[src/hdl/ttfd_pkg.sv]
// Shared constants, result types and the CRC-8 step for the turbine telemetry frame decoder.
// Depends on nothing; used by turbine_telemetry_frame_decoder.
package ttfd_pkg;

    // frame geometry
    localparam int FRAME_LEN    = 7;             // bytes in a good frame
    localparam int STORE_DEPTH  = FRAME_LEN - 1; // payload bytes kept (the frame's last byte, the CRC, is not kept)
    localparam int COUNT_W      = 4;
    localparam int COUNT_SAT    = 8;
    localparam int MAX_RES      = 5;
    localparam int RES_NUM_W    = 3;

    // field widths
    localparam int KIND_W  = 2;
    localparam int ID_W    = 5;
    localparam int VALUE_W = 21;

    // result kinds
    localparam logic [KIND_W-1:0] KIND_FIELD   = 2'd0;
    localparam logic [KIND_W-1:0] KIND_LENGTH  = 2'd1;
    localparam logic [KIND_W-1:0] KIND_CHECKSUM = 2'd2;

    // frame type nibble codes
    localparam logic [3:0] TYPE_STATUS   = 4'd1;
    localparam logic [3:0] TYPE_SUPPLY   = 4'd2;
    localparam logic [3:0] TYPE_THROTTLE = 4'd3;
    localparam logic [3:0] TYPE_THRUST   = 4'd4;
    localparam logic [3:0] TYPE_IGNITION = 4'd5;
    localparam logic [3:0] TYPE_LIMITS   = 4'd6;
    localparam logic [3:0] TYPE_FLOW     = 4'd7;
    localparam logic [3:0] TYPE_IDLE     = 4'd8;

    // field ids
    localparam logic [ID_W-1:0] FID_RPM        = 5'd0;
    localparam logic [ID_W-1:0] FID_STATUS     = 5'd1;
    localparam logic [ID_W-1:0] FID_ERROR      = 5'd2;
    localparam logic [ID_W-1:0] FID_TEMP       = 5'd3;
    localparam logic [ID_W-1:0] FID_SWITCH     = 5'd4;
    localparam logic [ID_W-1:0] FID_RC_VOLT    = 5'd5;
    localparam logic [ID_W-1:0] FID_PWR_VOLT   = 5'd6;
    localparam logic [ID_W-1:0] FID_PUMP_VOLT  = 5'd7;
    localparam logic [ID_W-1:0] FID_THROTTLE   = 5'd8;
    localparam logic [ID_W-1:0] FID_PRESSURE   = 5'd9;
    localparam logic [ID_W-1:0] FID_CURRENT    = 5'd10;
    localparam logic [ID_W-1:0] FID_THRUST     = 5'd11;
    localparam logic [ID_W-1:0] FID_IGN_VOLT   = 5'd12;
    localparam logic [ID_W-1:0] FID_RPM_ACCEL  = 5'd13;
    localparam logic [ID_W-1:0] FID_MAX_RPM    = 5'd14;
    localparam logic [ID_W-1:0] FID_PUMP_MAX   = 5'd15;
    localparam logic [ID_W-1:0] FID_VERSION    = 5'd16;
    localparam logic [ID_W-1:0] FID_UPD_RATE   = 5'd17;
    localparam logic [ID_W-1:0] FID_FLOW_RATE  = 5'd18;
    localparam logic [ID_W-1:0] FID_FLOW_TOTAL = 5'd19;
    localparam logic [ID_W-1:0] FID_IDLE_RPM   = 5'd20;

    // scaling and clamp limits
    localparam logic [7:0] THROTTLE_MAX = 8'd100;
    localparam logic [7:0] ACCEL_MIN    = 8'd10;
    localparam logic [7:0] ACCEL_MAX    = 8'd70;
    localparam int         TEMP_OFFSET  = 50;
    localparam logic [9:0] RPM_SCALE_K  = 10'd1000;
    localparam logic [7:0] CRC_POLY_REF = 8'h8C;

    // one queued result
    typedef struct packed {
        logic                      last;
        logic [KIND_W-1:0]         kind;
        logic [ID_W-1:0]           id;
        logic signed [VALUE_W-1:0] value;
    } t_res;

    // Dallas/Maxim CRC-8, reflected, one byte
    function automatic logic [7:0] crc8_step(input logic [7:0] crc, input logic [7:0] b);
        logic [7:0] c;
        c = crc ^ b;
        for (int k = 0; k < 8; k++) begin
            c = c[0] ? ((c >> 1) ^ CRC_POLY_REF) : (c >> 1);
        end
        return c;
    endfunction

endpackage

[src/hdl/turbine_telemetry_frame_decoder.sv]
// Top level of the turbine telemetry frame decoder: byte intake, CRC check and field decode.
// Depends on ttfd_pkg for constants, the result type and the CRC-8 step.
//
//  channel  | dir | tdata                         | tuser            | tlast
//  s_axis   | in  | [7:0] rx_byte                 | -                | packet_end
//  m_axis   | out | [4:0] field_id, [25:5] value  | [1:0] result_kind| last result of packet
//
// One byte is taken per cycle into the input register unless a packet end waits there; a plain
// byte is decoded there in the next cycle, and an end byte loads the queue with its results.
// A good frame, up to five results, leaves a five-entry shift queue one per cycle if ready.
// A packet end waits in the input register until the queue is empty or popping its last
// entry; plain bytes never wait. i_rst_n is synchronous: it clears valids, count and CRC.
module turbine_telemetry_frame_decoder (
    input  logic        i_clk,
    input  logic        i_rst_n,
    input  logic        s_axis_tvalid,
    output logic        s_axis_tready,
    input  logic [7:0]  s_axis_tdata,   // [7:0] rx_byte
    input  logic        s_axis_tlast,   // packet_end
    output logic        m_axis_tvalid,
    input  logic        m_axis_tready,
    output logic [31:0] m_axis_tdata,   // [4:0] field_id, [25:5] field_value, [31:26] zero
    output logic [1:0]  m_axis_tuser,   // [1:0] result_kind
    output logic        m_axis_tlast    // last
);

    localparam int MAX_RES = ttfd_pkg::MAX_RES;
    localparam int NUM_W = $clog2(MAX_RES + 1);
    localparam int IDX_W = $clog2(ttfd_pkg::STORE_DEPTH);

    // input register
    logic       r_in_vld;
    logic [7:0] r_in_byte;
    logic       r_in_end;

    // frame state
    logic [7:0]                      r_frame [ttfd_pkg::STORE_DEPTH];
    logic [ttfd_pkg::COUNT_W-1:0]    r_count;
    logic [7:0]                      r_crc;

    // result queue
    ttfd_pkg::t_res   r_res [MAX_RES];
    logic [NUM_W-1:0] r_res_num;

    logic w_buf_free, w_advance, w_proc, w_pop;
    ttfd_pkg::t_res   n_res [MAX_RES];
    logic [NUM_W-1:0] n_res_num;

    // handshakes
    assign w_pop      = m_axis_tvalid && m_axis_tready;
    assign w_buf_free = (r_res_num == '0) || ((r_res_num == NUM_W'(1)) && m_axis_tready);
    assign w_advance  = !r_in_end || w_buf_free;
    assign w_proc     = r_in_vld && w_advance;
    assign s_axis_tready = !r_in_vld || w_advance;

    always_ff @(posedge i_clk) begin
        if (!i_rst_n) begin
            r_in_vld <= 1'b0;
        end else if (s_axis_tready) begin
            r_in_vld <= s_axis_tvalid;
        end
    end

    always_ff @(posedge i_clk) begin
        if (s_axis_tready && s_axis_tvalid) begin
            r_in_byte <= s_axis_tdata;
            r_in_end  <= s_axis_tlast;
        end
    end

    // payload bytes 0..5 kept; byte 6 is only ever compared as it arrives
    always_ff @(posedge i_clk) begin
        if (w_proc && (r_count < ttfd_pkg::COUNT_W'(ttfd_pkg::STORE_DEPTH))) begin
            r_frame[r_count[IDX_W-1:0]] <= r_in_byte;
        end
    end

    // byte count and running CRC, both cleared by any packet end
    always_ff @(posedge i_clk) begin
        if (!i_rst_n) begin
            r_count <= '0;
            r_crc   <= '0;
        end else if (w_proc) begin
            if (r_in_end) begin
                r_count <= '0;
                r_crc   <= '0;
            end else begin
                if (r_count < ttfd_pkg::COUNT_W'(ttfd_pkg::STORE_DEPTH)) begin
                    r_crc <= ttfd_pkg::crc8_step(r_crc, r_in_byte);
                end
                if (r_count < ttfd_pkg::COUNT_W'(ttfd_pkg::COUNT_SAT)) begin
                    r_count <= r_count + 1'b1;
                end
            end
        end
    end

    // decode of the finished packet into the queue image
    always_comb begin
        logic [7:0]  b0, b1, b2, b3, b4, b5;
        logic [15:0] rpm_raw;
        logic [10:0] temp_raw;
        logic [7:0]  accel;
        logic [17:0] kilo;
        logic        crc_ok, len_ok;
        logic [NUM_W-1:0] cnt;

        b0 = r_frame[0];
        b1 = r_frame[1];
        b2 = r_frame[2];
        b3 = r_frame[3];
        b4 = r_frame[4];
        b5 = r_frame[5];
        rpm_raw  = {b2, b1};
        temp_raw = {b4[4:2], b5};
        kilo     = 18'(b3) * 18'(ttfd_pkg::RPM_SCALE_K);
        accel    = (b4 < ttfd_pkg::ACCEL_MIN) ? ttfd_pkg::ACCEL_MIN :
                   ((b4 > ttfd_pkg::ACCEL_MAX) ? ttfd_pkg::ACCEL_MAX : b4);
        len_ok   = (r_count == ttfd_pkg::COUNT_W'(ttfd_pkg::STORE_DEPTH));
        crc_ok   = (r_crc == r_in_byte);

        for (int i = 0; i < MAX_RES; i++) begin
            n_res[i] = '0;
        end
        cnt = NUM_W'(1);

        if (!len_ok) begin
            n_res[0].kind = ttfd_pkg::KIND_LENGTH;
        end else if (!crc_ok) begin
            n_res[0].kind = ttfd_pkg::KIND_CHECKSUM;
        end else begin
            n_res[0].id    = ttfd_pkg::FID_RPM;
            n_res[0].value = $signed({1'b0, 20'({rpm_raw, 3'b000}) + 20'({rpm_raw, 1'b0})});
            unique case (b0[3:0])
                ttfd_pkg::TYPE_STATUS: begin
                    n_res[1].id    = ttfd_pkg::FID_STATUS;
                    n_res[1].value = $signed(21'({b3[4:0]}));
                    n_res[2].id    = ttfd_pkg::FID_ERROR;
                    n_res[2].value = $signed(21'({b4[1:0], b3[7:5]}));
                    n_res[3].id    = ttfd_pkg::FID_TEMP;
                    n_res[3].value = $signed(21'(temp_raw))
                                   - ttfd_pkg::VALUE_W'(ttfd_pkg::TEMP_OFFSET);
                    n_res[4].id    = ttfd_pkg::FID_SWITCH;
                    n_res[4].value = $signed(21'({b4[6:5]}));
                    cnt = NUM_W'(5);
                end
                ttfd_pkg::TYPE_SUPPLY: begin
                    n_res[1].id    = ttfd_pkg::FID_RC_VOLT;
                    n_res[1].value = $signed(21'(b3));
                    n_res[2].id    = ttfd_pkg::FID_PWR_VOLT;
                    n_res[2].value = $signed(21'(b4));
                    n_res[3].id    = ttfd_pkg::FID_PUMP_VOLT;
                    n_res[3].value = $signed(21'(b5));
                    cnt = NUM_W'(4);
                end
                ttfd_pkg::TYPE_THROTTLE: begin
                    n_res[1].id    = ttfd_pkg::FID_THROTTLE;
                    n_res[1].value = $signed(21'((b3 > ttfd_pkg::THROTTLE_MAX) ?
                                                 ttfd_pkg::THROTTLE_MAX : b3));
                    n_res[2].id    = ttfd_pkg::FID_PRESSURE;
                    n_res[2].value = $signed(21'({b5, b4, 1'b0}));
                    cnt = NUM_W'(3);
                end
                ttfd_pkg::TYPE_THRUST: begin
                    n_res[1].id    = ttfd_pkg::FID_CURRENT;
                    n_res[1].value = $signed(21'({b4[0], b3}));
                    n_res[2].id    = ttfd_pkg::FID_THRUST;
                    n_res[2].value = $signed(21'({b4[7:1], b5}));
                    cnt = NUM_W'(3);
                end
                ttfd_pkg::TYPE_IGNITION: begin
                    n_res[1].id    = ttfd_pkg::FID_IGN_VOLT;
                    n_res[1].value = $signed(21'({b3, 1'b0}));
                    n_res[2].id    = ttfd_pkg::FID_RPM_ACCEL;
                    n_res[2].value = $signed(21'(accel));
                    cnt = NUM_W'(3);
                end
                ttfd_pkg::TYPE_LIMITS: begin
                    n_res[1].id    = ttfd_pkg::FID_MAX_RPM;
                    n_res[1].value = $signed(21'(kilo));
                    n_res[2].id    = ttfd_pkg::FID_PUMP_MAX;
                    n_res[2].value = $signed(21'(b4));
                    n_res[3].id    = ttfd_pkg::FID_VERSION;
                    n_res[3].value = $signed(21'(b5[7:2]));
                    n_res[4].id    = ttfd_pkg::FID_UPD_RATE;
                    n_res[4].value = $signed(21'(b5[1:0]));
                    cnt = NUM_W'(5);
                end
                ttfd_pkg::TYPE_FLOW: begin
                    n_res[1].id    = ttfd_pkg::FID_FLOW_RATE;
                    n_res[1].value = $signed(21'({b4[1:0], b3}));
                    n_res[2].id    = ttfd_pkg::FID_FLOW_TOTAL;
                    n_res[2].value = $signed(21'({b5, b4[7:2]}));
                    cnt = NUM_W'(3);
                end
                ttfd_pkg::TYPE_IDLE: begin
                    n_res[1].id    = ttfd_pkg::FID_IDLE_RPM;
                    n_res[1].value = $signed(21'(kilo));
                    cnt = NUM_W'(2);
                end
                default: begin
                    cnt = NUM_W'(1);
                end
            endcase
        end

        // mark the final result of the packet
        for (int i = 0; i < MAX_RES; i++) begin
            n_res[i].last = (NUM_W'(i + 1) == cnt);
        end
        n_res_num = cnt;
    end

    // result queue: load on a packet end, otherwise shift down on each taken request
    always_ff @(posedge i_clk) begin
        if (!i_rst_n) begin
            r_res_num <= '0;
        end else if (w_proc && r_in_end) begin
            r_res_num <= n_res_num;
        end else if (w_pop) begin
            r_res_num <= r_res_num - 1'b1;
        end
    end

    always_ff @(posedge i_clk) begin
        if (w_proc && r_in_end) begin
            for (int i = 0; i < MAX_RES; i++) begin
                r_res[i] <= n_res[i];
            end
        end else if (w_pop) begin
            for (int i = 0; i < MAX_RES - 1; i++) begin
                r_res[i] <= r_res[i + 1];
            end
        end
    end

    // output side straight from the queue head
    assign m_axis_tvalid = (r_res_num != '0);
    assign m_axis_tdata  = {6'b0, r_res[0].value, r_res[0].id};
    assign m_axis_tuser  = r_res[0].kind;
    assign m_axis_tlast  = r_res[0].last;

    // checks
    a_num_bound: assert property (@(posedge i_clk) disable iff (!i_rst_n)
        r_res_num <= NUM_W'(MAX_RES))
        else $error("result queue overfilled");

    a_last_at_tail: assert property (@(posedge i_clk) disable iff (!i_rst_n)
        m_axis_tvalid |-> (m_axis_tlast == (r_res_num == NUM_W'(1))))
        else $error("last flag not on final queued result");

    a_error_alone: assert property (@(posedge i_clk) disable iff (!i_rst_n)
        (m_axis_tvalid && (m_axis_tuser != ttfd_pkg::KIND_FIELD))
            |-> (m_axis_tlast && (m_axis_tdata == '0)))
        else $error("error result not single and zero");

    a_end_clears: assert property (@(posedge i_clk) disable iff (!i_rst_n)
        (w_proc && r_in_end) |=> ((r_count == '0) && (r_crc == '0)))
        else $error("packet end did not clear count and CRC");

endmodule

[config.mk]
export PLATFORM = sky130hd
export DESIGN_NAME = turbine_telemetry_frame_decoder
export DESIGN_NICKNAME = d
export VERILOG_FILES = /design/src/hdl/ttfd_pkg.sv /design/src/hdl/turbine_telemetry_frame_decoder.sv
export SDC_FILE = /design/constraint.sdc
export NUM_CORES = 1
export LEC_CHECK = 0
export ABC_AREA = 1
export BUFFER_PORTS_ARGS = -buffer_cell sky130_fd_sc_hd__buf_2
export CAP_MARGIN = 20
export CELL_PAD_IN_SITES_DETAIL_PLACEMENT = 0
export CELL_PAD_IN_SITES_GLOBAL_PLACEMENT = 1
export CORE_MARGIN = 4
export CORE_UTILIZATION = 49
export CTS_CLUSTER_DIAMETER = 60
export CTS_CLUSTER_SIZE = 12
export DETAILED_ROUTE_END_ITERATION = 8
export PLACE_DENSITY_LB_ADDON = 0.1
export SLEW_MARGIN = 40
export SYNTH_ARGS = -nofsm -noshare
export SYNTH_HDL_FRONTEND = slang
export SYNTH_SLANG_ARGS = --single-unit
[constraint.sdc]
create_clock -name i_clk -period 5.19 [get_ports i_clk]
set_input_delay 0.2595 -clock i_clk [delete_from_list [all_inputs] [get_ports i_clk]]
set_output_delay 0.2595 -clock i_clk [all_outputs]
set_load 0.02 [all_outputs]
Word level (Yosys, flattened, before mapping)
Memory sizes are Yosys's and may differ from the RTL's.
Cells that the tools add are included.
{"block": "word_totals", "wordCells": 114, "in_bits": 13, "latchBits": 0, "mem_bits_rw": 193, "reg_bits": 25, "mem_count": 2, "romBits": 0}
{"name": "r_res", "depth": 5, "width": 29, "rd": 5, "rd_ports_with_merged_regs": 0, "wr": 5, "line": "turbine_telemetry_frame_decoder.sv:42", "text": "ttfd_pkg::t_res r_res [MAX_RES];"}
{"name": "r_frame", "depth": 6, "width": 8, "rd": 6, "rd_ports_with_merged_regs": 0, "wr": 1, "line": "turbine_telemetry_frame_decoder.sv:37", "text": "logic [7:0] r_frame [ttfd_pkg::STORE_DEPTH];"}
{"block": "op_classes", "n_lt_le_gt_ge": 5, "eq_ne": 16, "n_shift": 0, "n_reduce_logical": 20, "add_sub_neg": 4, "n_div": 0, "muxes": 47, "n_mul": 1, "bitwise": 13}
{"operator": "$mux W26", "count": 8}
{"operator": "$pmux W26 S8", "count": 1}
{"operator": "$pmux W26 S7", "count": 1}
{"operator": "$mux W29", "count": 4}
{"operator": "$mux W8", "count": 13}
{"operator": "$pmux W26 S3", "count": 1}
{"operator": "$pmux W26 S2", "count": 1}
{"operator": "$mux W20", "count": 2}
{"operator": "$not A2 Y3", "count": 8}
{"operator": "$add A19 B17 Y20", "count": 1}
{"operator": "$eq A4 B3 Y1 const B", "count": 5}
{"operator": "$gt A8 B7 Y1 const B", "count": 2}
{"operator": "$mul A8 B7 Y15 const B", "count": 1}
{"operator": "$mux W3", "count": 4}
{"operator": "$pmux W3 S4", "count": 1}
{"operator": "$sub A11 B6 Y12 const B", "count": 1}
{"operator": "$eq A4 B2 Y1 const B", "count": 2}
{"operator": "$eq A8 B8 Y1", "count": 1}
{"operator": "$lt A8 B4 Y1 const B", "count": 1}
{"operator": "$mux W4", "count": 2}
{"operator": "$xor A8 B8 Y8", "count": 1}
{"operator": "$mux W1", "count": 7}
{"operator": "$eq A2 B3 Y1 const A", "count": 2}
{"operator": "$eq A3 B3 Y1 const A", "count": 2}
{"operator": "19 further kinds", "count": 34}

Longest topological paths before layout
{"block": "logic_depth", "ltp_word": 19, "depth_mapped": 17, "ltp_nobuf": 17}

Worst setup path after synthesis
OpenSTA, ideal clock, no wires.
{"block": "synth_path", "path_kind": "flip-flop to flip-flop", "from": "memory r_frame[3][0]", "to": "memory r_res[0][45] (netlist name), data pin", "n_path_buf": 0, "setup_time_ns": 0.253, "arrival_ns": 3.617, "path_slack_ns": 1.320, "path_stages_with_launch": 17, "t_required_ns": 4.937, "path_cell_list": "edfxtp_1 fa_1 xor2_1 ha_1 inv_1 fa_1 fa_1 inv_1 ha_1 a21oi_1 nand2_1 nand2_1 a21oi_1 o21ai_0 nand3_1 nand3_1 nand2_1"}
{"element": "start, declared", "line": "turbine_telemetry_frame_decoder.sv:37"}
{"element": "end, declared", "line": "turbine_telemetry_frame_decoder.sv:42"}

==> run metrics <==
Pre-antenna DRT Iters=5; post-route minimum period=4.08 ns; Post-synth EDFFs=153; Synth Register Bits=169; largest net degree at the start of global routing=57; fraction of the mapped netlist area in adder cells=12.0%; Yosys top cell area share=45.0%; leakage=4.84 nW; clock skew=0.0102 ns; DP Worst Slack=1.09 ns; Post-Synthesis Cells=1096; Critical Path RT=5.38 ns; main area contributors after synthesis=edfxtp_1, nand2_1, ha_1; Max-cap violations=0; PortBufs=43; Worst slew margin=48.8%; largest area contributor in the netlist=edfxtp_1; CTS root buffer=clkbuf_16; Post-Route Setup TNS=0 ns; mean post-synth cell area=9.31 um2; worst path arrival time=4.27 ns; XOR/XNOR share of the synthesized area=2.62%; vias per cell=5.28; DRT iter0 DRCs=567; Core Footprint=20400 um2; die height=152 um; GRT overflow=0; max-slew violations=0; Warnings, synthesis=0; H-tree lvl count=4; Die Width=152 um; area delta synth->final=9.81%; Final ANT Viol Nets=0; Worst-path clk slew=0.07 ns; HP Class=input port to flip-flop; setup ws final=1.11 ns; Post-CTS Setup Bufs=0; TritonCTS clock tree=yes; DRC violations left=0; layout cells sized above 1=9.35%; Worst Max-Slew Pin Slew=0.768 ns; Primary FF master, synth=edfxtp_1; first-pass GRT wire length=39900 um; Routed WL=25300 um; I/O pins=50; Cell Rows=52; status=finished clean; asr flop ratio synth=0%; unrepaired setup endpoints after global routing=false; vias in the first global route=7297; Setup Viol. Count Final=0; Fmax=245 MHz; crit share post-route=78.6%; n_diodes=0; Worst setup EP type=flip-flop; clk_lat worst skew=0.43 ns; die area=23200 um2; power per cell area=364 nW/um2; fin area=11200 um2; dpl hpwl=19100 um; maximum VDD drop=0.000231 V; largest family of logic cells by synthesized area=simple AND/OR/NAND/NOR gates; Synth Cell Area=10200 um2; CP max FO=8; initial core utilization=50.1%; nets=1220; drt wl/cell=18.0 um; RD Place Congestion=0.929; Startpoint Class=flip-flop; placed instance area=10500 um2; Num Clock Sinks=169; Synth Area in Compound Gates=11.1%; vias post-DR=7420; Final Hold Vio Count=0; CTS Hold Bufs=9; Synth Area in Simple Gates=17.4%; Resize count post-CTS=0; CTS max path bufs=2; Crit Path Class=flip-flop to flip-flop; initial antenna violation count=0; total CTS buffers=17; GRT Util Overall=22.0%; mux cell area share after synthesis=0%; R2R Setup Slk=1.11 ns; post-synthesis sequential area ratio=48.1%; Distinct cells, synth=50
-- synthesized netlist by cell type, drive strengths merged, types with 2 or more instances --
cell type,n
o21ai,75
o211ai,7
a21oi,67
ha,63
clkinv,3
edfxtp,153
nand3b,3
a21boi,4
a22oi,3
o21bai,3
nand3,47
dfxtp,16
fa,22
buf,44
xor2,17
nor3,18
a21o,3
xnor2,11
o31ai,3
a22o,4
clkbuf,9
a211oi,2
nor2,78
nand2,264
o22ai,24
inv,139
nand4,5
-- through the flow --
stage / util, % / instances / hold slack, ns / power, mW
detailed placement: 51.4 / 1364 / 0.438 / 2.74
global placement: 51.4 / 1364 / 0.436 / 2.74
floorplan: - / 1101 / 0.358 / 2.56
global route: 55.0 / 1404 / 0.112 / 4.28
CTS: 55.0 / 1404 / 0.0849 / 4.12
finish: 55.0 / 1404 / 0.0927 / 4.08
-- kinds of logic after synthesis --
kind of cell,Yosys count
and+or+nand+nor,419
AOI/OAI and AO/OA,199
buffers and inverters,195
DFF,169
adders and majority gates,85
xor gates and xnor gates,28
other,1
-- power by group --
group | switching, mW | total, mW | internal, mW | leakage (nW)
clock network | 0.561 | 1.38 | 0.818 | 0.310
logic | 0.580 | 0.787 | 0.207 | 2.96
registers | 0.0929 | 1.92 | 1.83 | 1.58
total | 1.23 | 4.08 | 2.85 | 4.84
-- critical path: stages (launching register included) --
cell and delay (ns):
edfxtp_1 0.52, fa_1 0.64, xor2_1 0.16, ha_1 0.24, inv_1 0.07, fa_1 0.43, fa_1 0.51, inv_1 0.04
ha_1 0.33, a21oi_1 0.19, nand2_1 0.09, nand2_1 0.09, a21oi_1 0.08, o21ai_0 0.22, nand3_1 0.10, nand3_1 0.09
nand2_1 0.04
-- flip-flops by register name, indices dropped and copies added, names as in the netlist --
register   flops
r_in_end       1
r_crc          8
r_res_num      3
r_res        100
r_in_vld       1
r_count        4
r_frame       44
r_in_byte      8
-- worst paths after layout --
| kind | depth (start not counted) | endpoint | startpoint |
|---|---|---|---|
| setup / recovery | 16 | r_res[0][45] | r_frame[3][0] |
| setup reg to reg | 16 | r_res[0][45] | r_frame[3][0] |
| hold / removal | 3 | r_in_vld | s_axis_tvalid |
| hold reg to reg | 2 | r_crc[7] | r_crc[7] |
-- layout make-up --
| type | instances | area [um2] |
|---|---|---|
| clock buffers | 17 | 425 |
| clock inverters | 14 | 216 |
| fillers | 1865 | 9160 |
| inverters | 142 | 534 |
| multi-input cells | 737 | 4450 |
| flip-flops and latches | 169 | 4910 |
| well taps | 270 | 338 |
| repair buffers | 55 | 328 |
-- layout by cell type, fill, tap and decap left out, types with 17 or more instances in the layout --
cell       Yosys  routed
a21oi_1       67      67
buf_2          5      43
clkbuf_16      0      17
edfxtp_1     153     153
fa_1          22      22
ha_1          63      63
inv_1        137     136
nand2_1      259     258
nand3_1       46      46
nor2_1        71      69
o21ai_0       67      67
o22ai_1       24      24
xor2_1        17      17
-- metal layers --
layer | track usage (%) | wire [um] | vias to the layer above
li1 | - | - | 3709
met2 | 35.8 | 11800 | 241
met4 | 8.05 | 688 | 0
met1 | 29.8 | 11300 | 3428
met3 | 3.75 | 1470 | 42
met5 | 0 | 0 | -
Power figures use the tool's default switching activity.
